File: src/design/ymbr_pkg.sv
// Shared types, link byte codes and the CRC step for the YMODEM block receiver.
package ymbr_pkg;

    localparam int DEF_SHORT_LEN = 128;
    localparam int DEF_LONG_LEN  = 1024;
    localparam int Q_DEPTH       = 4;

    localparam logic [15:0] CRC_POLY = 16'h1021;

    localparam logic [7:0] B_SOH = 8'h01;
    localparam logic [7:0] B_STX = 8'h02;
    localparam logic [7:0] B_EOT = 8'h04;
    localparam logic [7:0] B_ACK = 8'h06;
    localparam logic [7:0] B_NAK = 8'h15;
    localparam logic [7:0] B_CAN = 8'h18;
    localparam logic [7:0] B_ESC = 8'h1B;
    localparam logic [7:0] B_C   = 8'h43;

    localparam logic [1:0] KIND_BYTE  = 2'd0;
    localparam logic [1:0] KIND_TICK  = 2'd1;
    localparam logic [1:0] KIND_START = 2'd2;

    localparam logic [2:0] EV_NONE    = 3'd0;
    localparam logic [2:0] EV_ACCEPT  = 3'd1;
    localparam logic [2:0] EV_DUP     = 3'd2;
    localparam logic [2:0] EV_NAK     = 3'd3;
    localparam logic [2:0] EV_CANCEL  = 3'd4;
    localparam logic [2:0] EV_DONE    = 3'd5;
    localparam logic [2:0] EV_TIMEOUT = 3'd6;
    localparam logic [2:0] EV_NAKLIM  = 3'd7;

    localparam logic CFG_TIMEOUT = 1'b0;
    localparam logic CFG_NAKLIM  = 1'b1;

    // Results of one input item. The second result, when present, is always a reply byte.
    typedef struct packed {
        logic        two;
        logic        s0_txv;
        logic [7:0]  s0_tx;
        logic        s0_dv;
        logic [7:0]  s0_d;
        logic [7:0]  s1_tx;
        logic [2:0]  ev;
        logic [31:0] total;
    } t_desc;

    function automatic logic [15:0] crc16_step(input logic [15:0] crc, input logic [7:0] b);
        logic [15:0] c;
        c = crc ^ {b, 8'h00};
        for (int i = 0; i < 8; i++) begin
            c = c[15] ? ({c[14:0], 1'b0} ^ CRC_POLY) : {c[14:0], 1'b0};
        end
        return c;
    endfunction

endpackage

File: src/design/ymbr_front.sv
// Protocol front end: takes link items, tracks the session and builds result records.
module ymbr_front
    import ymbr_pkg::*;
#(
    parameter int SHORT_LEN = DEF_SHORT_LEN,
    parameter int LONG_LEN  = DEF_LONG_LEN
) (
    input  logic        i_clk,
    input  logic        i_rst_n,
    input  logic        i_accept,
    input  logic [1:0]  i_kind,
    input  logic [7:0]  i_byte,
    input  logic        i_cfg_we,
    input  logic        i_cfg_idx,
    input  logic [15:0] i_cfg_wdata,
    output logic        o_push,
    output t_desc       o_desc
);

    localparam int MAX_LEN = (SHORT_LEN > LONG_LEN) ? SHORT_LEN : LONG_LEN;
    localparam int CNT_W   = $clog2(MAX_LEN);
    localparam logic [CNT_W:0] SHORT_L = (CNT_W + 1)'(SHORT_LEN);
    localparam logic [CNT_W:0] LONG_L  = (CNT_W + 1)'(LONG_LEN);

    typedef enum logic [5:0] {
        PH_HEADER = 6'b000001,
        PH_SEQ    = 6'b000010,
        PH_NSEQ   = 6'b000100,
        PH_DATA   = 6'b001000,
        PH_CRCH   = 6'b010000,
        PH_CRCL   = 6'b100000
    } t_parse;

    typedef enum logic [2:0] {
        SS_FIRST = 3'b001,
        SS_FILE  = 3'b010,
        SS_END   = 3'b100
    } t_sess;

    typedef enum logic [2:0] {
        EN_ONE   = 3'b001,
        EN_TWO   = 3'b010,
        EN_THREE = 3'b100
    } t_end;

    t_parse           r_parse, n_parse;
    t_sess            r_sess, n_sess;
    t_end             r_end, n_end;
    logic [7:0]       r_lgs, n_lgs;
    logic [7:0]       r_this, n_this;
    logic             r_dup, n_dup;
    logic             r_short, n_short;
    logic [CNT_W-1:0] r_cnt, n_cnt;
    logic [15:0]      r_crc, n_crc;
    logic [15:0]      r_crc_rx, n_crc_rx;
    logic [7:0]       r_nak, n_nak;
    logic [31:0]      r_total, n_total;
    logic [15:0]      r_idle, n_idle;
    logic             r_active, n_active;
    logic [15:0]      r_to;
    logic [7:0]       r_nlim;

    // Block completion outcome.
    t_sess       p_sess, p_sess_n;
    t_end        p_end_n;
    logic [1:0]  p_cnt;
    logic [7:0]  p_tx0, p_tx1;
    logic [2:0]  p_ev;
    logic        p_lgs255, p_clear;
    logic [31:0] p_total_n;
    logic [32:0] total_sum;
    logic [CNT_W:0] blk_len, cnt_inc;

    logic        do_cancel, do_nak, do_proc, crc_good;
    logic [2:0]  cancel_ev;
    logic [1:0]  res_cnt;
    logic        res0_txv, res0_dv;
    logic [7:0]  res0_tx, res0_d, res1_tx;
    logic [2:0]  ev;
    logic [15:0] idle_inc, tick_lim, crc_rx_full;

    assign blk_len   = r_short ? SHORT_L : LONG_L;
    assign cnt_inc   = {1'b0, r_cnt} + {{CNT_W{1'b0}}, 1'b1};
    assign total_sum = {1'b0, r_total} + 33'(blk_len);
    // An end of transmission in the header phase moves the session to its ending first.
    assign p_sess    = (r_parse == PH_HEADER) ? SS_END : r_sess;

    always_comb begin
        p_sess_n  = p_sess;
        p_end_n   = r_end;
        p_cnt     = 2'd0;
        p_tx0     = B_ACK;
        p_tx1     = B_C;
        p_ev      = EV_NONE;
        p_lgs255  = 1'b0;
        p_clear   = 1'b0;
        p_total_n = r_total;
        if (r_dup) begin
            p_ev = EV_DUP;
        end else begin
            unique case (p_sess)
                SS_FIRST: begin
                    p_cnt    = 2'd2;
                    p_sess_n = SS_FILE;
                    p_ev     = EV_ACCEPT;
                end
                SS_FILE: begin
                    p_cnt     = 2'd1;
                    p_total_n = total_sum[32] ? 32'hFFFF_FFFF : total_sum[31:0];
                    p_ev      = EV_ACCEPT;
                end
                default: begin
                    unique case (r_end)
                        EN_ONE: begin
                            p_cnt   = 2'd1;
                            p_tx0   = B_NAK;
                            p_end_n = EN_TWO;
                        end
                        EN_TWO: begin
                            p_cnt    = 2'd2;
                            p_lgs255 = 1'b1;
                            p_end_n  = EN_THREE;
                        end
                        default: begin
                            p_cnt    = 2'd1;
                            p_clear  = 1'b1;
                            p_sess_n = SS_FIRST;
                            p_end_n  = EN_ONE;
                            p_ev     = EV_DONE;
                        end
                    endcase
                end
            endcase
        end
    end

    always_comb begin
        n_parse  = r_parse;
        n_sess   = r_sess;
        n_end    = r_end;
        n_lgs    = r_lgs;
        n_this   = r_this;
        n_dup    = r_dup;
        n_short  = r_short;
        n_cnt    = r_cnt;
        n_crc    = r_crc;
        n_crc_rx = r_crc_rx;
        n_nak    = r_nak;
        n_total  = r_total;
        n_idle   = r_idle;
        n_active = r_active;
        do_cancel = 1'b0;
        do_nak    = 1'b0;
        do_proc   = 1'b0;
        crc_good  = 1'b0;
        cancel_ev = EV_CANCEL;
        res_cnt   = 2'd0;
        res0_txv  = 1'b0;
        res0_tx   = 8'h00;
        res0_dv   = 1'b0;
        res0_d    = 8'h00;
        res1_tx   = 8'h00;
        ev        = EV_NONE;
        idle_inc    = (r_idle != 16'hFFFF) ? r_idle + 16'd1 : r_idle;
        tick_lim    = (r_to == 16'd0) ? 16'd1 : r_to;
        crc_rx_full = {r_crc_rx[15:8], i_byte};

        if (i_accept) begin
            case (i_kind)
                KIND_START: begin
                    n_parse  = PH_HEADER;
                    n_sess   = SS_FIRST;
                    n_end    = EN_ONE;
                    n_lgs    = 8'hFF;
                    n_this   = 8'h00;
                    n_dup    = 1'b0;
                    n_short  = 1'b0;
                    n_cnt    = '0;
                    n_crc    = 16'h0000;
                    n_crc_rx = 16'h0000;
                    n_nak    = 8'h00;
                    n_total  = 32'h0;
                    n_idle   = 16'h0000;
                    n_active = 1'b1;
                    res_cnt  = 2'd1;
                    res0_txv = 1'b1;
                    res0_tx  = B_C;
                end
                KIND_BYTE: begin
                    if (r_active) begin
                        if (r_nak > r_nlim) begin
                            do_cancel = 1'b1;
                            cancel_ev = EV_NAKLIM;
                        end else begin
                            n_idle = 16'h0000;
                            unique case (r_parse)
                                PH_HEADER: begin
                                    if (i_byte == B_SOH || i_byte == B_STX) begin
                                        n_short = (i_byte == B_SOH);
                                        n_parse = PH_SEQ;
                                        n_cnt   = '0;
                                        n_crc   = 16'h0000;
                                    end else if (i_byte == B_CAN || i_byte == B_ESC) begin
                                        do_cancel = 1'b1;
                                    end else if (i_byte == B_EOT) begin
                                        do_proc = 1'b1;
                                    end
                                end
                                PH_SEQ: begin
                                    if (i_byte == r_lgs ||
                                        i_byte == r_lgs + 8'd1) begin
                                        n_dup   = (i_byte == r_lgs) ? 1'b1 : r_dup;
                                        n_this  = i_byte;
                                        n_parse = PH_NSEQ;
                                    end else begin
                                        do_nak = 1'b1;
                                    end
                                end
                                PH_NSEQ: begin
                                    if (r_this != ~i_byte) begin
                                        do_nak = 1'b1;
                                    end else begin
                                        n_parse = PH_DATA;
                                    end
                                end
                                PH_DATA: begin
                                    res_cnt = 2'd1;
                                    res0_dv = 1'b1;
                                    res0_d  = i_byte;
                                    n_crc   = crc16_step(r_crc, i_byte);
                                    if (cnt_inc >= blk_len) begin
                                        n_parse = PH_CRCH;
                                    end else begin
                                        n_cnt = cnt_inc[CNT_W-1:0];
                                    end
                                end
                                PH_CRCH: begin
                                    n_crc_rx = {i_byte, 8'h00};
                                    n_parse  = PH_CRCL;
                                end
                                default: begin
                                    n_crc_rx = crc_rx_full;
                                    n_parse  = PH_HEADER;
                                    if (r_crc == crc_rx_full) begin
                                        do_proc  = 1'b1;
                                        crc_good = 1'b1;
                                    end else begin
                                        do_nak = 1'b1;
                                    end
                                end
                            endcase
                        end
                    end
                end
                KIND_TICK: begin
                    if (r_active) begin
                        n_idle = idle_inc;
                        if (idle_inc >= tick_lim) begin
                            do_cancel = 1'b1;
                            cancel_ev = EV_TIMEOUT;
                        end else if (r_nak > r_nlim) begin
                            do_cancel = 1'b1;
                            cancel_ev = EV_NAKLIM;
                        end else if (r_sess == SS_FIRST) begin
                            res_cnt  = 2'd1;
                            res0_txv = 1'b1;
                            res0_tx  = B_C;
                        end
                    end
                end
                default: begin
                end
            endcase
        end

        if (do_cancel) begin
            res_cnt  = 2'd2;
            res0_txv = 1'b1;
            res0_tx  = B_CAN;
            res1_tx  = B_CAN;
            n_end    = EN_ONE;
            n_sess   = SS_FIRST;
            n_parse  = PH_HEADER;
            n_active = 1'b0;
            n_cnt    = '0;
            ev       = cancel_ev;
        end

        if (do_nak) begin
            res_cnt  = 2'd1;
            res0_txv = 1'b1;
            res0_tx  = B_NAK;
            n_parse  = PH_HEADER;
            n_cnt    = '0;
            n_nak    = (r_nak != 8'hFF) ? r_nak + 8'd1 : r_nak;
            n_dup    = 1'b0;
            ev       = EV_NAK;
        end

        if (do_proc) begin
            n_sess  = p_sess_n;
            n_end   = p_end_n;
            n_total = p_total_n;
            if (p_lgs255) begin
                n_lgs = 8'hFF;
            end
            if (p_clear) begin
                n_parse  = PH_HEADER;
                n_active = 1'b0;
                n_cnt    = '0;
            end
            res_cnt  = p_cnt;
            res0_txv = (p_cnt != 2'd0);
            res0_tx  = (p_cnt != 2'd0) ? p_tx0 : 8'h00;
            res1_tx  = (p_cnt == 2'd2) ? p_tx1 : 8'h00;
            ev       = p_ev;
            if (crc_good) begin
                n_lgs = r_this;
                n_dup = 1'b0;
                n_cnt = '0;
            end
        end

        // An event with no reply still needs one result to carry it.
        if (ev != EV_NONE && res_cnt == 2'd0) begin
            res_cnt = 2'd1;
        end
    end

    assign o_push        = (res_cnt != 2'd0);
    assign o_desc.two    = (res_cnt == 2'd2);
    assign o_desc.s0_txv = res0_txv;
    assign o_desc.s0_tx  = res0_tx;
    assign o_desc.s0_dv  = res0_dv;
    assign o_desc.s0_d   = res0_d;
    assign o_desc.s1_tx  = res1_tx;
    assign o_desc.ev     = ev;
    assign o_desc.total  = n_total;

    always_ff @(posedge i_clk) begin
        if (!i_rst_n) begin
            r_parse  <= PH_HEADER;
            r_sess   <= SS_FIRST;
            r_end    <= EN_ONE;
            r_lgs    <= 8'hFF;
            r_this   <= 8'h00;
            r_dup    <= 1'b0;
            r_short  <= 1'b0;
            r_cnt    <= '0;
            r_crc    <= 16'h0000;
            r_crc_rx <= 16'h0000;
            r_nak    <= 8'h00;
            r_total  <= 32'h0;
            r_idle   <= 16'h0000;
            r_active <= 1'b0;
            r_to     <= 16'd1000;
            r_nlim   <= 8'd10;
        end else begin
            r_parse  <= n_parse;
            r_sess   <= n_sess;
            r_end    <= n_end;
            r_lgs    <= n_lgs;
            r_this   <= n_this;
            r_dup    <= n_dup;
            r_short  <= n_short;
            r_cnt    <= n_cnt;
            r_crc    <= n_crc;
            r_crc_rx <= n_crc_rx;
            r_nak    <= n_nak;
            r_total  <= n_total;
            r_idle   <= n_idle;
            r_active <= n_active;
            if (i_cfg_we) begin
                if (i_cfg_idx == CFG_TIMEOUT) begin
                    r_to <= i_cfg_wdata;
                end else begin
                    r_nlim <= i_cfg_wdata[7:0];
                end
            end
        end
    end

`ifndef SYNTH
    // The session only closes through an item whose record carries a closing event.
    a_close_event: assert property (@(posedge i_clk) disable iff (!i_rst_n)
        $fell(r_active) |-> $past(o_push && (o_desc.ev == EV_CANCEL ||
            o_desc.ev == EV_DONE || o_desc.ev == EV_TIMEOUT || o_desc.ev == EV_NAKLIM)))
        else $error("session closed without a closing event");

    a_start_clears: assert property (@(posedge i_clk) disable iff (!i_rst_n)
        (i_accept && i_kind == KIND_START) |=>
            (r_active && r_nak == 8'h00 && r_total == 32'h0 && r_parse == PH_HEADER))
        else $error("start item did not open a clean session");
`endif

endmodule

File: src/design/ymbr_fifo.sv
// Short queue of result records between the front end and the output stage.
module ymbr_fifo
    import ymbr_pkg::*;
(
    input  logic  i_clk,
    input  logic  i_rst_n,
    input  logic  i_push,
    input  t_desc i_data,
    output logic  o_full,
    input  logic  i_pop,
    output logic  o_empty,
    output t_desc o_data
);

    localparam int PTR_W = $clog2(Q_DEPTH);
    localparam int CNT_W = $clog2(Q_DEPTH + 1);

    t_desc            r_mem [Q_DEPTH];
    logic [PTR_W-1:0] r_wp, r_rp;
    logic [CNT_W-1:0] r_count;

    assign o_full  = (r_count == CNT_W'(Q_DEPTH));
    assign o_empty = (r_count == '0);
    assign o_data  = r_mem[r_rp];

    always_ff @(posedge i_clk) begin
        if (i_push) begin
            r_mem[r_wp] <= i_data;
        end
    end

    always_ff @(posedge i_clk) begin
        if (!i_rst_n) begin
            r_wp    <= '0;
            r_rp    <= '0;
            r_count <= '0;
        end else begin
            if (i_push) begin
                r_wp <= r_wp + 1'b1;
            end
            if (i_pop) begin
                r_rp <= r_rp + 1'b1;
            end
            case ({i_push, i_pop})
                2'b10:   r_count <= r_count + 1'b1;
                2'b01:   r_count <= r_count - 1'b1;
                default: r_count <= r_count;
            endcase
        end
    end

`ifndef SYNTH
    a_no_overflow: assert property (@(posedge i_clk) disable iff (!i_rst_n)
        i_push |-> (!o_full || i_pop))
        else $error("record queue written while full");
`endif

endmodule

File: src/design/ymbr_back.sv
// Output stage: turns each record into one or two result transfers on the master stream.
module ymbr_back
    import ymbr_pkg::*;
(
    input  logic        i_clk,
    input  logic        i_rst_n,
    input  logic        i_empty,
    input  t_desc       i_head,
    output logic        o_pop,
    output logic        o_tvalid,
    input  logic        i_tready,
    output logic [55:0] o_tdata,
    output logic        o_tlast
);

    t_desc r_desc;
    logic  r_valid;
    logic  r_sel;
    logic  fire, done_desc, load;

    assign fire      = r_valid && i_tready;
    assign done_desc = fire && (r_sel || !r_desc.two);
    assign load      = !r_valid || done_desc;
    assign o_pop     = load && !i_empty;

    always_ff @(posedge i_clk) begin
        if (!i_rst_n) begin
            r_valid <= 1'b0;
            r_sel   <= 1'b0;
        end else if (load) begin
            r_valid <= !i_empty;
            r_sel   <= 1'b0;
        end else if (fire) begin
            r_sel <= 1'b1;
        end
    end

    always_ff @(posedge i_clk) begin
        if (load) begin
            r_desc <= i_head;
        end
    end

    // Fields from the lowest bit: tx_valid, tx_byte, data_valid, data_byte, event, total.
    always_comb begin
        o_tvalid = r_valid;
        if (r_sel) begin
            o_tdata = {3'b000, r_desc.total, r_desc.ev, 8'h00, 1'b0, r_desc.s1_tx, 1'b1};
            o_tlast = 1'b1;
        end else begin
            o_tdata = {3'b000, r_desc.total, (r_desc.two ? EV_NONE : r_desc.ev),
                       r_desc.s0_d, r_desc.s0_dv, r_desc.s0_tx, r_desc.s0_txv};
            o_tlast = !r_desc.two;
        end
    end

`ifndef SYNTH
    a_pair_follows: assert property (@(posedge i_clk) disable iff (!i_rst_n)
        (o_tvalid && i_tready && !o_tlast) |=> (o_tvalid && o_tlast))
        else $error("second result of a pair missing");
`endif

endmodule

File: src/design/ymodem_block_receiver_core.sv
// Top level of the YMODEM block receiver with CRC-16 check.
//
// Input stream (s_axis): one link event per transfer. tuser carries the kind
// (received byte, time tick, start session); tdata carries the received byte.
// Output stream (m_axis): one to two result transfers per input event; tlast
// marks the final result of an event. Events that cause no result produce no
// transfer. The configuration port writes the timeout and NAK limit; the user
// must write them only while idle, as the block itself does not enforce it.
//
// The front end decodes an event and updates the session in the cycle it is
// accepted, so a new event can be taken every cycle while the queue is not
// full. Its record goes into a four-entry queue, from which the output stage
// loads it into its own register before showing the first result. Sustained
// rate is one event per cycle for single-result events while the master side
// accepts every transfer; an event that returns two replies holds the single
// output port for two transfers. When the master side stalls, the queue fills
// and s_axis_tready drops when it holds four records. Reset clears the queue
// and the session; the block stays inactive until a start event.
module ymodem_block_receiver_core
    import ymbr_pkg::*;
#(
    parameter int SHORT_LEN = DEF_SHORT_LEN,
    parameter int LONG_LEN  = DEF_LONG_LEN
) (
    input  logic        i_clk,
    input  logic        i_rst_n,
    input  logic        s_axis_tvalid,
    output logic        s_axis_tready,
    input  logic [7:0]  s_axis_tdata,  // byte_value
    input  logic [1:0]  s_axis_tuser,  // kind
    output logic        m_axis_tvalid,
    input  logic        m_axis_tready,
    // tx_valid, tx_byte, data_valid, data_byte, event_res, total_bytes, zero fill
    output logic [55:0] m_axis_tdata,
    output logic        m_axis_tlast,
    input  logic        i_cfg_we,
    input  logic        i_cfg_idx,
    input  logic [15:0] i_cfg_wdata
);

    logic  accept, push, full, pop, empty;
    t_desc push_desc, head_desc;

    assign s_axis_tready = !full;
    assign accept        = s_axis_tvalid && s_axis_tready;

    ymbr_front #(
        .SHORT_LEN (SHORT_LEN),
        .LONG_LEN  (LONG_LEN)
    ) u_front (
        .i_clk       (i_clk),
        .i_rst_n     (i_rst_n),
        .i_accept    (accept),
        .i_kind      (s_axis_tuser),
        .i_byte      (s_axis_tdata),
        .i_cfg_we    (i_cfg_we),
        .i_cfg_idx   (i_cfg_idx),
        .i_cfg_wdata (i_cfg_wdata),
        .o_push      (push),
        .o_desc      (push_desc)
    );

    ymbr_fifo u_fifo (
        .i_clk   (i_clk),
        .i_rst_n (i_rst_n),
        .i_push  (push),
        .i_data  (push_desc),
        .o_full  (full),
        .i_pop   (pop),
        .o_empty (empty),
        .o_data  (head_desc)
    );

    ymbr_back u_back (
        .i_clk    (i_clk),
        .i_rst_n  (i_rst_n),
        .i_empty  (empty),
        .i_head   (head_desc),
        .o_pop    (pop),
        .o_tvalid (m_axis_tvalid),
        .i_tready (m_axis_tready),
        .o_tdata  (m_axis_tdata),
        .o_tlast  (m_axis_tlast)
    );

endmodule
File: config.mk
export PLATFORM = sky130hd
export DESIGN_NAME = ymodem_block_receiver_core
export DESIGN_NICKNAME = d
export VERILOG_FILES = /design/src/design/ymbr_pkg.sv /design/src/design/ymbr_front.sv /design/src/design/ymbr_fifo.sv /design/src/design/ymbr_back.sv /design/src/design/ymodem_block_receiver_core.sv
export SDC_FILE = /design/constraint.sdc
export NUM_CORES = 1
export LEC_CHECK = 0
export BUFFER_PORTS_ARGS = -buffer_cell sky130_fd_sc_hd__clkbuf_2
export CORE_MARGIN = 2
export CORE_UTILIZATION = 50
export CTS_CLUSTER_DIAMETER = 150
export DETAILED_ROUTE_END_ITERATION = 16
export GPL_TIMING_DRIVEN = 0
export PLACE_DENSITY = 0.75
export SYNTH_ARGS = -nofsm -noshare
export SYNTH_HDL_FRONTEND = slang
export SYNTH_SLANG_ARGS = --single-unit
File: constraint.sdc
create_clock -name i_clk -period 9.9 [get_ports i_clk]
set_input_delay 1.98 -clock i_clk [delete_from_list [all_inputs] [get_ports i_clk]]
set_output_delay 1.98 -clock i_clk [all_outputs]
set_load 0.03 [all_outputs]
---- Yosys cells after proc, flatten, opt, wreduce, memory -nomap -nowiden ----
Memories as Yosys holds them, arrays and structs flattened. A register that Yosys moved wholly into a read port is not among the register bits.
Index checks and enable logic that the tools add are counted.
operators by class
  reductions and logical operators ........ 45
  add/subtract/negate cells ............... 9
  $lt $le $gt $ge ......................... 3
  multiplexer cells ....................... 208
  bitwise operators ....................... 12
  equal/unequal tests ..................... 42
operators by type and width
  cell                     count
  $mux W8                  29
  $mux W32                 6
  $mux W16                 10
  $pmux W16 S2             4
  $mux W13                 8
  $mux W10                 10
  $mux W1                  71
  $mux W6                  11
  $mux W3                  20
  $pmux W16 S3             1
  $pmux W10 S2             2
  $add A32 B11 Y33         1
  $pmux W8 S2              2
  $pmux W6 S5              1
  $mux W2                  14
  $not A3 Y3               8
  $pmux W3 S2              4
  $reduce_and A6 Y1        4
  $mux W21                 1
  $add A16 B1 Y16 const B  1
  $add A8 B1 Y8 const B    2
  $eq A16 B16 Y1           1
  $eq A8 B5 Y1 const B     2
  $eq A8 B8 Y1             2
  54 further kinds         104
storage, ports and cells
  flip-flop bits (word level) ............. 154
  bits of input ports ..................... 32
  logic and storage cells ................. 341
  memories ................................ 1
  output and inout port bits .............. 59
  RAM bits ................................ 248
memory list
  memory        depth  bits a word  rd ports  clocked after memory_dff  write ports  RTL line         source
  u_fifo.r_mem  4      62           1         1                         1            ymbr_fifo.sv:18  t_desc r_mem [Q_DEPTH];

---- Longest topological paths before layout ----
Gate-level depths: netlist of the first run.
  word-level depth ........................ 21
  gate-level depth with buffers ........... 22
  depth with buffers taken out ............ 22

---- Cells and area by module ----
A second synthesis of the first run with hierarchy kept.
second synthesis, totals
  cells, all modules ...................... 1715
  area total of the unflattened synthesis .. 21289.2 um^2
modules (own cells, without submodules)
  module                      area each (um^2)  sequential area each (um^2)  times used  cells each
  ymbr_fifo                   9466.6            7627.3                       1           370
  ymbr_front                  9371.5            2902.8                       1           1213
  ymbr_back                   2441.1            1901.8                       1           130
  ymodem_block_receiver_core  10.0              0.0                          1           2

---- Worst setup path after synthesis of the first run ----
No wires, ideal clock.
  path kind ............................... in2reg
  from .................................... input s_axis_tdata[1]
  to ...................................... memory u_fifo.r_mem[0][0] (netlist bit) (enable)
  setup time .............................. 0.473 ns
  path slack .............................. 3.239 ns
  arrival ................................. 6.188 ns
  stages .................................. 9
  data required time ...................... 9.427 ns
  buffers on the path ..................... 1
  cell sequence ........................... clkbuf_1 xnor2_1 and3_1 nand3_1 a2111oi_0 a41oi_1 nor2_1 nor4_4 nor2b_1
on the way
  word-level cells in the longest chain between the ends .. 18
  elaborated cells on any way between the ends .. 50
  classes of those cells .................. eq/ne: 9; mux: 33; bitwise: 1; reduce/logical: 7
ends and longest elaborated chain
  what                                                    RTL line                          source
  from (decl)                                             ymodem_block_receiver_core.sv:29  input logic [7:0] s_axis_tdata,
  $eq A8 B5 Y1                                            ymbr_front.sv:203                 end else if (i_byte == B_CAN || i_byte == B_ESC) begin
  $logic_or A1 B1 Y1                                      ymbr_front.sv:203
  $mux W1                                                 ymbr_front.sv:203
  $mux W1                                                 ymbr_front.sv:198                 if (i_byte == B_SOH || i_byte == B_STX) begin
  $mux W1                                                 ymbr_front.sv:196                 unique case (r_parse)
  $mux W1                                                 ymbr_front.sv:191                 if (r_nak > r_nlim) begin
  $mux W1                                                 ymbr_front.sv:190                 if (r_active) begin
  $pmux W1 S2                                             ymbr_front.sv:169                 case (i_kind)
  (+2 left out)                                           -
  $mux W3 or $mux W2 (tied branches)                      ymbr_front.sv:289                 if (do_nak) begin
  $mux W3 or $mux W2 (tied branches)                      ymbr_front.sv:300                 if (do_proc) begin
  $reduce_bool A3 Y1 or $logic_not A2 Y1 (tied branches)  ymbr_front.sv:325                 if (ev != EV_NONE && res_cnt == 2'd0) begin
  $logic_and A1 B1 Y1                                     ymbr_front.sv:325
  $mux W2 *                                               ymbr_front.sv:325
  $reduce_bool A2 Y1 *                                    ymbr_front.sv:330                 assign o_push = (res_cnt != 2'd0);
  $mux W1 *                                               ymbr_fifo.sv:27                   if (i_push) begin
  $mux W1 (not written as such) *                         ymbr_fifo.sv:28                   r_mem[r_wp] <= i_data;
  to (decl)                                               ymbr_fifo.sv:18
Every way passes the cells marked *; elsewhere a longest branch is shown, timed or not.

---- Final worst setup path of the first run ----
  from .................................... register u_front.r_idle[0]
  to ...................................... register u_fifo.r_count[2]
on the way
  word-level cells in the longest chain between the ends .. 16
  elaborated cells on any way between the ends .. 31
  classes of those cells .................. add/sub: 1; order compare: 1; eq/ne: 3; mux: 21; reduce/logical: 5
ends and longest elaborated chain
  what                                                    RTL line           source
  from (decl)                                             ymbr_front.sv:58   logic [15:0] r_idle, n_idle;
  from (signal assigned)                                  ymbr_front.sv:371  r_idle <= n_idle;
  $add A16 B1 Y16 or $ne A16 B16 Y1 (tied branches)       ymbr_front.sv:164  idle_inc = (r_idle != 16'hFFFF) ? r_idle + 16'd1 : r_idle;
  $mux W16 *                                              ymbr_front.sv:164
  $ge A16 B16 Y1 *                                        ymbr_front.sv:258  if (idle_inc >= tick_lim) begin
  $mux W2 or $mux W1 (tied branches)                      ymbr_front.sv:258
  $mux W3, or another cell as far along                   ymbr_front.sv:256  if (r_active) begin
  $pmux W3 S2, or another cell as far along               ymbr_front.sv:169
  $mux W3, or another cell as far along                   ymbr_front.sv:168  if (i_accept) begin
  $mux W3 or $mux W2 (tied branches)                      ymbr_front.sv:276  if (do_cancel) begin
  $mux W3 or $mux W2 (tied branches)                      ymbr_front.sv:289
  $mux W3 or $mux W2 (tied branches)                      ymbr_front.sv:300
  $reduce_bool A3 Y1 or $logic_not A2 Y1 (tied branches)  ymbr_front.sv:325
  $logic_and A1 B1 Y1                                     ymbr_front.sv:325
  $mux W2 *                                               ymbr_front.sv:325
  $reduce_bool A2 Y1 *                                    ymbr_front.sv:330
  $eq A2 B1 Y1 or $eq A2 B2 Y1 (tied branches)            ymbr_fifo.sv:44    case ({i_push, i_pop})
  $pmux W3 S2 or $reduce_bool A2 Y1 (tied branches)       -
  to (signal assigned)                                    ymbr_fifo.sv:45    2'b10: r_count <= r_count + 1'b1;
  to (signal assigned)                                    ymbr_fifo.sv:46    2'b01: r_count <= r_count - 1'b1;
  to (signal assigned)                                    ymbr_fifo.sv:47    default: r_count <= r_count;
  to (decl)                                               ymbr_fifo.sv:20    logic [CNT_W-1:0] r_count;
Marked as above.
A chain may end at the register's enable or synchronous reset.

==> results of run 1 <==
## state kept, by name, summed over array words and instances (netlist names), 2 cells and up
signal and cells:
u_back.r_desc 54, u_fifo.r_count 3, u_fifo.r_mem 216, u_fifo.r_rp 2, u_fifo.r_wp 2, u_front.r_cnt 10
u_front.r_crc 16, u_front.r_crc_rx 8, u_front.r_end 3, u_front.r_idle 16, u_front.r_lgs 8, u_front.r_nak 8
u_front.r_nlim 8, u_front.r_parse 6, u_front.r_sess 3, u_front.r_this 8, u_front.r_to 16, u_front.r_total 32
## path summary, 6_finish.rpt
| check | cells after the start | end | startpoint | slack, ns |
|---|---|---|---|---|
| setup / recovery | 22 | u_fifo.r_count[2] | u_front.r_idle[0] | 2.76 |
| hold / removal | 2 | u_front.r_nlim[6] | u_front.r_nlim[6] | 0.46 |
| setup reg to reg | 22 | u_fifo.r_count[2] | u_front.r_idle[0] | 2.76 |
| hold reg to reg | 2 | u_front.r_nlim[6] | u_front.r_nlim[6] | 0.46 |
## through the flow
stage          hold slack (ns)  instances  total power [uW]
2_1_floorplan            0.443       1657              2830
6_report                 0.460       2345              4700
5_1_grt                  0.487       2345              4880
3_3_place_gp             0.457       2255              3060
3_5_place_dp             0.461       2264              3090
4_1_cts                  0.468       2345              4740
## area by class of cell
class                      count  area (sq um)  share of cell area (%)
sequential                   424         11200                    50.4
clock buffer                  53          1160                    5.24
timing repair buffer          89           603                    2.71
tap                          518           648                    2.92
buffer                       115           592                    2.66
clock inverter                28           287                    1.29
multi-input combinational   1066          7540                    33.9
inverter                      52           195                   0.879
## cell usage in the layout, fill, tap and decap left out, types with 8 or more instances in the layout
cell,n
sky130_fd_sc_hd__a211o_1,8
sky130_fd_sc_hd__a211oi_1,10
sky130_fd_sc_hd__a21boi_0,47
sky130_fd_sc_hd__a21oi_1,83
sky130_fd_sc_hd__a311oi_1,11
sky130_fd_sc_hd__and2_1,57
sky130_fd_sc_hd__and3_1,19
sky130_fd_sc_hd__buf_1,9
sky130_fd_sc_hd__buf_4,40
sky130_fd_sc_hd__clkbuf_1,69
sky130_fd_sc_hd__clkbuf_16,44
sky130_fd_sc_hd__clkbuf_2,80
sky130_fd_sc_hd__clkinv_2,10
sky130_fd_sc_hd__dfxtp_1,154
sky130_fd_sc_hd__edfxtp_1,270
sky130_fd_sc_hd__ha_1,42
sky130_fd_sc_hd__inv_1,52
sky130_fd_sc_hd__mux4_2,54
sky130_fd_sc_hd__nand2_1,158
sky130_fd_sc_hd__nand2b_1,8
sky130_fd_sc_hd__nand3_1,53
sky130_fd_sc_hd__nand4_1,30
sky130_fd_sc_hd__nor2_1,81
sky130_fd_sc_hd__nor2b_1,41
sky130_fd_sc_hd__nor3_1,30
sky130_fd_sc_hd__nor4_1,15
sky130_fd_sc_hd__o211ai_1,13
sky130_fd_sc_hd__o21a_1,17
sky130_fd_sc_hd__o21ai_0,71
sky130_fd_sc_hd__or2_2,11
sky130_fd_sc_hd__or3_1,11
sky130_fd_sc_hd__xnor2_1,51
sky130_fd_sc_hd__xor2_1,31
## worst max-delay path, stage by stage, from the launching register on
cell and delay (ns):
sky130_fd_sc_hd__dfxtp_1 0.43, sky130_fd_sc_hd__ha_1 0.20, sky130_fd_sc_hd__nand3_1 0.12, sky130_fd_sc_hd__or2_2 0.31
sky130_fd_sc_hd__or3_1 0.42, sky130_fd_sc_hd__clkbuf_1 0.27, sky130_fd_sc_hd__nand3_1 0.23, sky130_fd_sc_hd__xnor2_1 0.16
sky130_fd_sc_hd__ha_1 0.27, sky130_fd_sc_hd__a211oi_1 0.23, sky130_fd_sc_hd__o21ai_0 0.13, sky130_fd_sc_hd__a221oi_1 0.30
sky130_fd_sc_hd__a21boi_0 0.47, sky130_fd_sc_hd__nand2_1 0.20, sky130_fd_sc_hd__a41oi_1 0.76, sky130_fd_sc_hd__nor2_1 0.33
sky130_fd_sc_hd__nor4_4 0.76, sky130_fd_sc_hd__ha_1 0.32, sky130_fd_sc_hd__inv_1 0.07, sky130_fd_sc_hd__fa_1 0.42
sky130_fd_sc_hd__xor2_1 0.16, sky130_fd_sc_hd__or3_1 0.31, sky130_fd_sc_hd__a21boi_0 0.17
## cells by family after synthesis
family / count (synthesis)
compound gates: 322
flops: 424
xor+xnor: 82
mux: 60
buf+inv: 167
fa+ha+maj: 43
simple gates: 554
other cells: 1
## per-layer routing
metal  GRT usage (%)  vias to the layer above
li1                -                     6339
met1            28.6                     6438
met3            4.45                       98
met2            36.6                      496
met5               0                        -
met4            7.33                        2
## power breakdown
part           leakage [uW]  internal (uW)  switching (uW)
registers           0.00386           2060            48.3
logic               0.00333            360             569
clock network      0.000702            953             709
==> impl_table.tex, run 1 <==
\begin{tabular}{lr}
\hline
Metric & Value \\
\hline
\multicolumn{2}{l}{\textbf{Placed design}} \\
\quad Pre-CTS setup slack & 2.86 ns \\
\quad Gp weighted congestion & 0.933 \\
\quad Dpl hpwl & around 31000 microns \\
\quad Count of buffers from port buffering & 80 \\
\quad Standard cell area after detailed placement & 0.0208 sq mm \\
\multicolumn{2}{l}{\textbf{Worst setup path}} \\
\quad Capturing element type of the critical path & register \\
\quad Data arrival time at the worst-slack endpoint & 7.65 ns \\
\quad Largest fanout on the critical path & 10 \\
\quad Startpoint kind of the worst setup timing path & register \\
\quad Start-to-end type of the worst setup path & reg2reg \\
\quad Required time at the worst-slack endpoint & 10.41 ns \\
\multicolumn{2}{l}{\textbf{Route}} \\
\quad Final routed wirelength across all metal layers & between 40000 and 50000 microns \\
\quad Detail Route Antenna Nets & 0 \\
\quad Routed WL per cell & 18.9 microns \\
\quad DRC marker count from the first detailed-route iteration & between 1000 and 1500 \\
\quad Top layer used by detailed routing & met5 \\
\quad Number of iterations in the first detailed-routing pass & 6 \\
\quad Routed metal-1 wire length & 18700 microns \\
\quad Routed wire length on met3 & 3170 microns \\
\quad Total DRC errors in the routed layout & 0 \\
\quad Met2 layer wire length in the routed design & roughly 21000 microns \\
\quad Vias after detailed routing & 13400 \\
\quad Average via count per standard cell & between 5 and 6 \\
\multicolumn{2}{l}{\textbf{Synthesis}} \\
\quad Combined area of all synthesized cells & 0.0195 sq mm \\
\quad Number of library cell types mapped by synthesis & 81 \\
\quad Post-synthesis mux area share & 6.56\% \\
\quad Share of synthesized cell area in full adder, half adder and majority cells & 2.80\% \\
\quad Fraction of synthesis flops using an asynchronous set or reset pin & 0\% \\
\quad Count leader, synth & sky130\_fd\_sc\_hd\_\_edfxtp\_1 \\
\quad Combinational family with the most area after synthesis & simple AND/OR/NAND/NOR gates \\
\quad Cell accounting for the most synthesized area & sky130\_fd\_sc\_hd\_\_edfxtp\_1 \\
\quad Synth Register Bits & $\sim$420 \\
\quad Commonest cells in the synthesized netlist & sky130\_fd\_sc\_hd\_\_edfxtp\_1, sky130\_fd\_sc\_hd\_\_nand2\_1, sky130\_fd\_sc\_hd\_\_dfxtp\_1 \\
\quad Ranking of synthesized cells by area & sky130\_fd\_sc\_hd\_\_edfxtp\_1, sky130\_fd\_sc\_hd\_\_dfxtp\_1, sky130\_fd\_sc\_hd\_\_mux4\_2, sky130\_fd\_sc\_hd\_\_nand2\_1, sky130\_fd\_sc\_hd\_\_ha\_1 \\
\quad Sequential cell area fraction in the yosys report & 57.5\% \\
\quad Mean post-synth cell area & 11.8 sq um \\
\quad Post-Synth Simple-Gate Area & 14.6\% \\
\quad Number of enable flip-flop cells after synthesis & 270 \\
\quad Area fraction of the dominant cell type after synthesis & 41.6\% \\
\quad Yosys Warn Count & 0 \\
\quad Post-Syn Instances & between 1500 and 2000 \\
\quad Synth Flop Type & sky130\_fd\_sc\_hd\_\_edfxtp\_1 \\
\quad Post-synthesis compound-gate area fraction & 10.8\% \\
\quad XOR/XNOR Fraction of Synth Area & about 3.7\% \\
\multicolumn{2}{l}{\textbf{Finish}} \\
\quad Design area & 0.0222 sq mm \\
\quad Fraction of final layout cells with drive strength greater than 1 & 15.9\% \\
\quad Total of fill cells in the finished design & between 3000 and 4000 \\
\quad Final-stage net count & 1867 \\
\quad Final Util & 57.6\% \\
\quad Area growth from synthesis to layout & 14.1\% \\
\quad Number of antenna diodes & 0 \\
\multicolumn{2}{l}{\textbf{Flow run}} \\
\quad Max-capacitance violation count & 0 \\
\multicolumn{2}{l}{\textbf{Global route}} \\
\quad Combined global-route utilization of all metal layers & 21.9\% \\
\quad Initial antenna violation count & 1 \\
\quad Largest net degree at the start of global routing & 38 \\
\quad Wire length of the first global-routing pass & 70300 microns \\
\quad Number of global-route vias before repair & 13100 \\
\quad Global route overflow & 0 \\
\multicolumn{2}{l}{\textbf{STA}} \\
\quad Maximum frequency from static timing analysis & 140 MHz \\
\quad Period minus WS final & 7.14 ns \\
\quad Relative slew slack & a little under an eighth \\
\quad Hold Fails Final Rpt & 0 \\
\quad Final clock period utilization by the worst path & 72.1\% \\
\quad Setup repair after global routing missed its margin & no \\
\quad Number of endpoints failing setup at the final stage & 0 \\
\quad Actual slew at the worst max-slew pin & 1.31 ns \\
\quad Sum of negative setup slack & 0 ns \\
\quad Setup ws final & 2.76 ns \\
\quad Setup clock skew after layout & between 0.02 and 0.025 ns \\
\quad Final Slew Violations & 0 \\
\multicolumn{2}{l}{\textbf{Power}} \\
\quad Power density of the placed cells & about 210 mW/mm\^{}2 \\
\quad Total leakage power & 0.00790 uW \\
\quad Max rail drop VDD & 131 uV \\
\multicolumn{2}{l}{\textbf{Die}} \\
\quad Horiz. Die Dim & 201 microns \\
\quad Core outline area & 0.0386 sq mm \\
\quad Starting density of the core & 50.5\% \\
\quad Die Outline Area & approximately 0.041 sq mm \\
\quad Top-level port count & 91 \\
\quad Die outline height & between 200 and 250 microns \\
\quad Rows & between 70 and 80 \\
\multicolumn{2}{l}{\textbf{CTS}} \\
\quad Max Root-Sink Buffers & 3 \\
\quad Post-CTS setup-driven buffer insertion count & 0 \\
\quad Max H-tree Level & 2 \\
\quad Number of buffers created by CTS & 44 \\
\quad Clock input transition at the sequential cells of the worst setup and hold paths & 0.06 ns \\
\quad Worst-skew pair later-pin latency & 0.59 ns \\
\quad Quantity of hold-fixing buffers added after cts & 0 \\
\quad CTS tree & built \\
\quad CTS Sinks & about 420 \\
\quad Post-cts repair resize count & 0 \\
\quad Root buffer selected by CTS & sky130\_fd\_sc\_hd\_\_clkbuf\_16 \\
\multicolumn{2}{l}{\textbf{Worst hold path}} \\
\quad Hold crit path type & reg2reg \\
\multicolumn{2}{l}{\textbf{Outcome}} \\
\quad Result of the run & complete, no violations \\
\hline
\end{tabular}
(Power assumes the default switching activity.)
==> run 2: changes to the inputs <==
Settings changed: PLACE_DENSITY 0.75 to 0.78.
Clock period 9.9 ns to 6.45 ns, I/O delays scaled along.
==> run 2 against run 1 <==
  * First-iteration DRC count up 6.0%
  * Critical path type unchanged
  * Clock skew up 0.011 ns
  * Die area unchanged
  * Routed wire length up 0.21%
  * Hold slack better by 0.013 ns
==> impl_table.tex, run 2 (same netlist as run 1, synthesis figures left out) <==
\begin{tabular}{lr}
\hline
Metric & Value \\
\hline
\multicolumn{2}{l}{\textbf{Finish}} \\
\quad Number of antenna diodes & 0 (unchanged) \\
\quad Top library cells by usage in the layout, fill and taps aside & sky130\_fd\_sc\_hd\_\_edfxtp\_1, sky130\_fd\_sc\_hd\_\_nand2\_1, sky130\_fd\_sc\_hd\_\_dfxtp\_1 (unchanged) \\
\quad Fraction of final layout cells with drive strength greater than 1 & 16.1\% (was 15.9\%) \\
\quad Final-stage net count & 1868 (was 1867) \\
\quad Area growth from synthesis to layout & 14.8\% (was 14.1\%) \\
\quad Max FFs per register & 216 (unchanged) \\
\quad Total of fill cells in the finished design & 3136 (was 3213) \\
\quad Register name with the most flops & u\_fifo.r\_mem (unchanged) \\
\quad Registers with the most flip-flops & u\_fifo.r\_mem x216, u\_back.r\_desc x54, u\_front.r\_total x32 (unchanged) \\
\quad Most common library cell in the layout ignoring fill and taps & sky130\_fd\_sc\_hd\_\_edfxtp\_1 (unchanged) \\
\multicolumn{2}{l}{\textbf{STA}} \\
\quad Final Slew Violations & 0 (unchanged) \\
\quad Period minus WS final & 6.03 ns (was 7.14 ns) \\
\quad Sum of negative setup slack & 0 ns (unchanged) \\
\quad Actual slew at the worst max-slew pin & 1.42 ns (was 1.31 ns) \\
\quad Setup repair after global routing missed its margin & no (unchanged) \\
\quad Maximum frequency from static timing analysis & 166 MHz (was 140 MHz) \\
\quad Setup clock skew after layout & 0.0328 ns (was 0.0221 ns) \\
\quad Relative slew slack & 4.60\% (was 11.8\%) \\
\quad Number of endpoints failing setup at the final stage & 0 (unchanged) \\
\quad Hold Fails Final Rpt & 0 (unchanged) \\
\quad Final clock period utilization by the worst path & 93.6\% (was 72.1\%) \\
\multicolumn{2}{l}{\textbf{Global route}} \\
\quad Combined global-route utilization of all metal layers & 22.1\% (was 21.9\%) \\
\quad Largest net degree at the start of global routing & 39 (was 38) \\
\quad Wire length of the first global-routing pass & 71100 microns (was 70300 microns) \\
\quad Number of global-route vias before repair & 13300 (was 13100) \\
\quad Initial antenna violation count & 0 (was 1) \\
\quad Global route overflow & 0 (unchanged) \\
\multicolumn{2}{l}{\textbf{Die}} \\
\quad Die Outline Area & 0.0405 sq mm (unchanged) \\
\quad Horiz. Die Dim & 201 microns (unchanged) \\
\quad Top-level port count & 91 (unchanged) \\
\quad Rows & 72 (unchanged) \\
\quad Die outline height & 201 microns (unchanged) \\
\quad Core outline area & 0.0386 sq mm (unchanged) \\
\quad Starting density of the core & 50.5\% (unchanged) \\
\multicolumn{2}{l}{\textbf{Worst setup path}} \\
\quad Endpoint of the most critical register-to-register path & u\_fifo.r\_count[2] (unchanged) \\
\quad Startpoint of the worst-slack reg-to-reg timing path & u\_front.r\_idle[0] (unchanged) \\
\quad Required time at the worst-slack endpoint & 6.95 ns (was 10.41 ns) \\
\quad Data arrival time at the worst-slack endpoint & 6.53 ns (was 7.65 ns) \\
\quad First element of the critical path & u\_front.r\_idle[0] (unchanged) \\
\quad Largest fanout on the critical path & 10 (unchanged) \\
\quad Start-to-end type of the worst setup path & reg2reg (unchanged) \\
\quad Startpoint kind of the worst setup timing path & register (unchanged) \\
\quad Flop2flop setup slack & 0.42 ns (was 2.76 ns) \\
\quad Worst reg2reg path depth & 22 (unchanged) \\
\quad Capturing element type of the critical path & register (unchanged) \\
\multicolumn{2}{l}{\textbf{CTS}} \\
\quad Root buffer selected by CTS & sky130\_fd\_sc\_hd\_\_clkbuf\_16 (unchanged) \\
\quad Clock input transition at the sequential cells of the worst setup and hold paths & 0.07 ns (was 0.06 ns) \\
\quad Number of buffers created by CTS & 44 (unchanged) \\
\quad Max H-tree Level & 2 (unchanged) \\
\quad Worst-skew pair later-pin latency & 0.58 ns (was 0.59 ns) \\
\quad CTS Sinks & 424 (unchanged) \\
\quad CTS tree & built (unchanged) \\
\quad Max Root-Sink Buffers & 3 (unchanged) \\
\multicolumn{2}{l}{\textbf{Route}} \\
\quad Average via count per standard cell & 5.71 (was 5.70) \\
\quad DRC marker count from the first detailed-route iteration & 1263 (was 1191) \\
\quad Total DRC errors in the routed layout & 0 (unchanged) \\
\quad Routed WL per cell & 18.9 microns (about the same) \\
\quad Detail Route Antenna Nets & 0 (unchanged) \\
\quad Vias after detailed routing & 13400 (about the same) \\
\quad Number of iterations in the first detailed-routing pass & 5 (was 6) \\
\quad Final routed wirelength across all metal layers & 44300 microns (was 44200 microns) \\
\multicolumn{2}{l}{\textbf{Placed design}} \\
\quad Count of buffers from port buffering & 80 (unchanged) \\
\quad Gp weighted congestion & 0.896 (was 0.933) \\
\quad Dpl hpwl & 30600 microns (was 31100 microns) \\
\multicolumn{2}{l}{\textbf{Outcome}} \\
\quad Result of the run & complete, no violations (unchanged) \\
\multicolumn{2}{l}{\textbf{Power}} \\
\quad Power density of the placed cells & 325 mW/mm\^{}2 (was 212 mW/mm\^{}2) \\
\quad Total leakage power & 0.00797 uW (was 0.00790 uW) \\
\quad Final total power & 7260 uW (was 4700 uW) \\
\quad Max rail drop VDD & 179 uV (was 131 uV) \\
\multicolumn{2}{l}{\textbf{Worst hold path}} \\
\quad Beginning of the worst hold path & u\_front.r\_nlim[4] (was u\_front.r\_nlim[6]) \\
\quad Hold crit path type & reg2reg (unchanged) \\
\quad Worst Hold End & u\_front.r\_nlim[4] (was u\_front.r\_nlim[6]) \\
\quad Cell count of the worst hold path & 2 (unchanged) \\
\multicolumn{2}{l}{\textbf{Flow run}} \\
\quad Max-capacitance violation count & 0 (unchanged) \\
\hline
\end{tabular}
[run 2: cell count changes in the layout (fill, tap and decap cells not counted), sizes merged]
cell / delta
clkinvlp: -5
clkinv: -1
buf: +1
inv: -1
clkbuf: +11
bufinv: -3
[run 2: how the worst max path moves through the flow]
stage | endpoint | cells after the start | slack (ns)
CTS | u_fifo.r_count[2] | 22 | 0.23
finish | u_fifo.r_count[2] | 22 | 0.42
global placement | u_fifo.r_mem[1][2] | 17 | -2.56
global route | u_fifo.r_count[2] | 22 | 0.08
detailed placement | u_fifo.r_count[2] | 22 | -0.60
floorplan | u_fifo.r_mem[0][0] | 17 | -0.06
[run 2: final cells by class]
| cell class | count | area (sq um) | area share [%] |
|---|---|---|---|
| Tap cell | 518 | 648 | 2.90 |
| Clock buffer | 64 | 1370 | 6.12 |
| Clock inverter | 18 | 139 | 0.622 |
| Timing Repair Buffer | 90 | 648 | 2.90 |
| Multi-Input combinational cell | 1066 | 7560 | 33.8 |
| Sequential cell | 424 | 11200 | 50.1 |
| Buffer | 115 | 592 | 2.65 |
| Inverter | 52 | 195 | 0.874 |
[run 2: per-layer routing]
metal	vias up	wire [microns]	track usage, %
li1	6336	-	-
met1	6512	19200	29.7
met2	475	21300	36.7
met3	90	2720	3.27
met4	0	1150	7.85
met5	-	0	0
[run 2: repair_timing]
action,in CTS,in global routing
resized for setup,1,3
pin swaps,1,0
hold buffers,0,0
buffers inserted,1,0
hold endpoints to repair,0,0
endpoints found under the setup margin,2,2
[run 2: critical path, cell delays in order (launching register included)]
cell and delay [ns]:
sky130_fd_sc_hd__dfxtp_1 0.42, sky130_fd_sc_hd__ha_1 0.20, sky130_fd_sc_hd__nand3_1 0.15, sky130_fd_sc_hd__or2_2 0.33, sky130_fd_sc_hd__or3_1 0.43, sky130_fd_sc_hd__clkbuf_1 0.28, sky130_fd_sc_hd__nand3_1 0.23, sky130_fd_sc_hd__xnor2_1 0.15
sky130_fd_sc_hd__ha_1 0.27, sky130_fd_sc_hd__a211oi_1 0.30, sky130_fd_sc_hd__o21ai_0 0.14, sky130_fd_sc_hd__a221oi_1 0.29, sky130_fd_sc_hd__a21boi_2 0.30, sky130_fd_sc_hd__nand2_1 0.19, sky130_fd_sc_hd__a41oi_4 0.42, sky130_fd_sc_hd__nor2_1 0.22
sky130_fd_sc_hd__nor4_4 0.25, sky130_fd_sc_hd__ha_1 0.24, sky130_fd_sc_hd__inv_1 0.07, sky130_fd_sc_hd__fa_1 0.43, sky130_fd_sc_hd__xor2_1 0.16, sky130_fd_sc_hd__or3_1 0.32, sky130_fd_sc_hd__a21boi_0 0.17
[run 2: power breakdown]
| group | internal (uW) | switching, uW | total [uW] |
|---|---|---|---|
| Clock | 1520 | 1060 | 2580 |
| Combinational | 556 | 883 | 1440 |
| Sequential | 3170 | 71.4 | 3240 |
| Total | 5240 | 2010 | 7260 |
[run 2: through the flow]
step	cells	hold WS (ns)	setup WS [ns]	util [%]	area, sq um
finish	2347	0.474	0.416	57.9	22300
global route	2347	0.499	0.0833	57.9	22300
CTS	2347	0.473	0.231	57.9	22300
detailed placement	2264	0.466	-0.601	54.0	20800
global placement	2255	0.454	-2.56	53.2	20500
floorplan	1657	0.443	-0.0625	-	19500
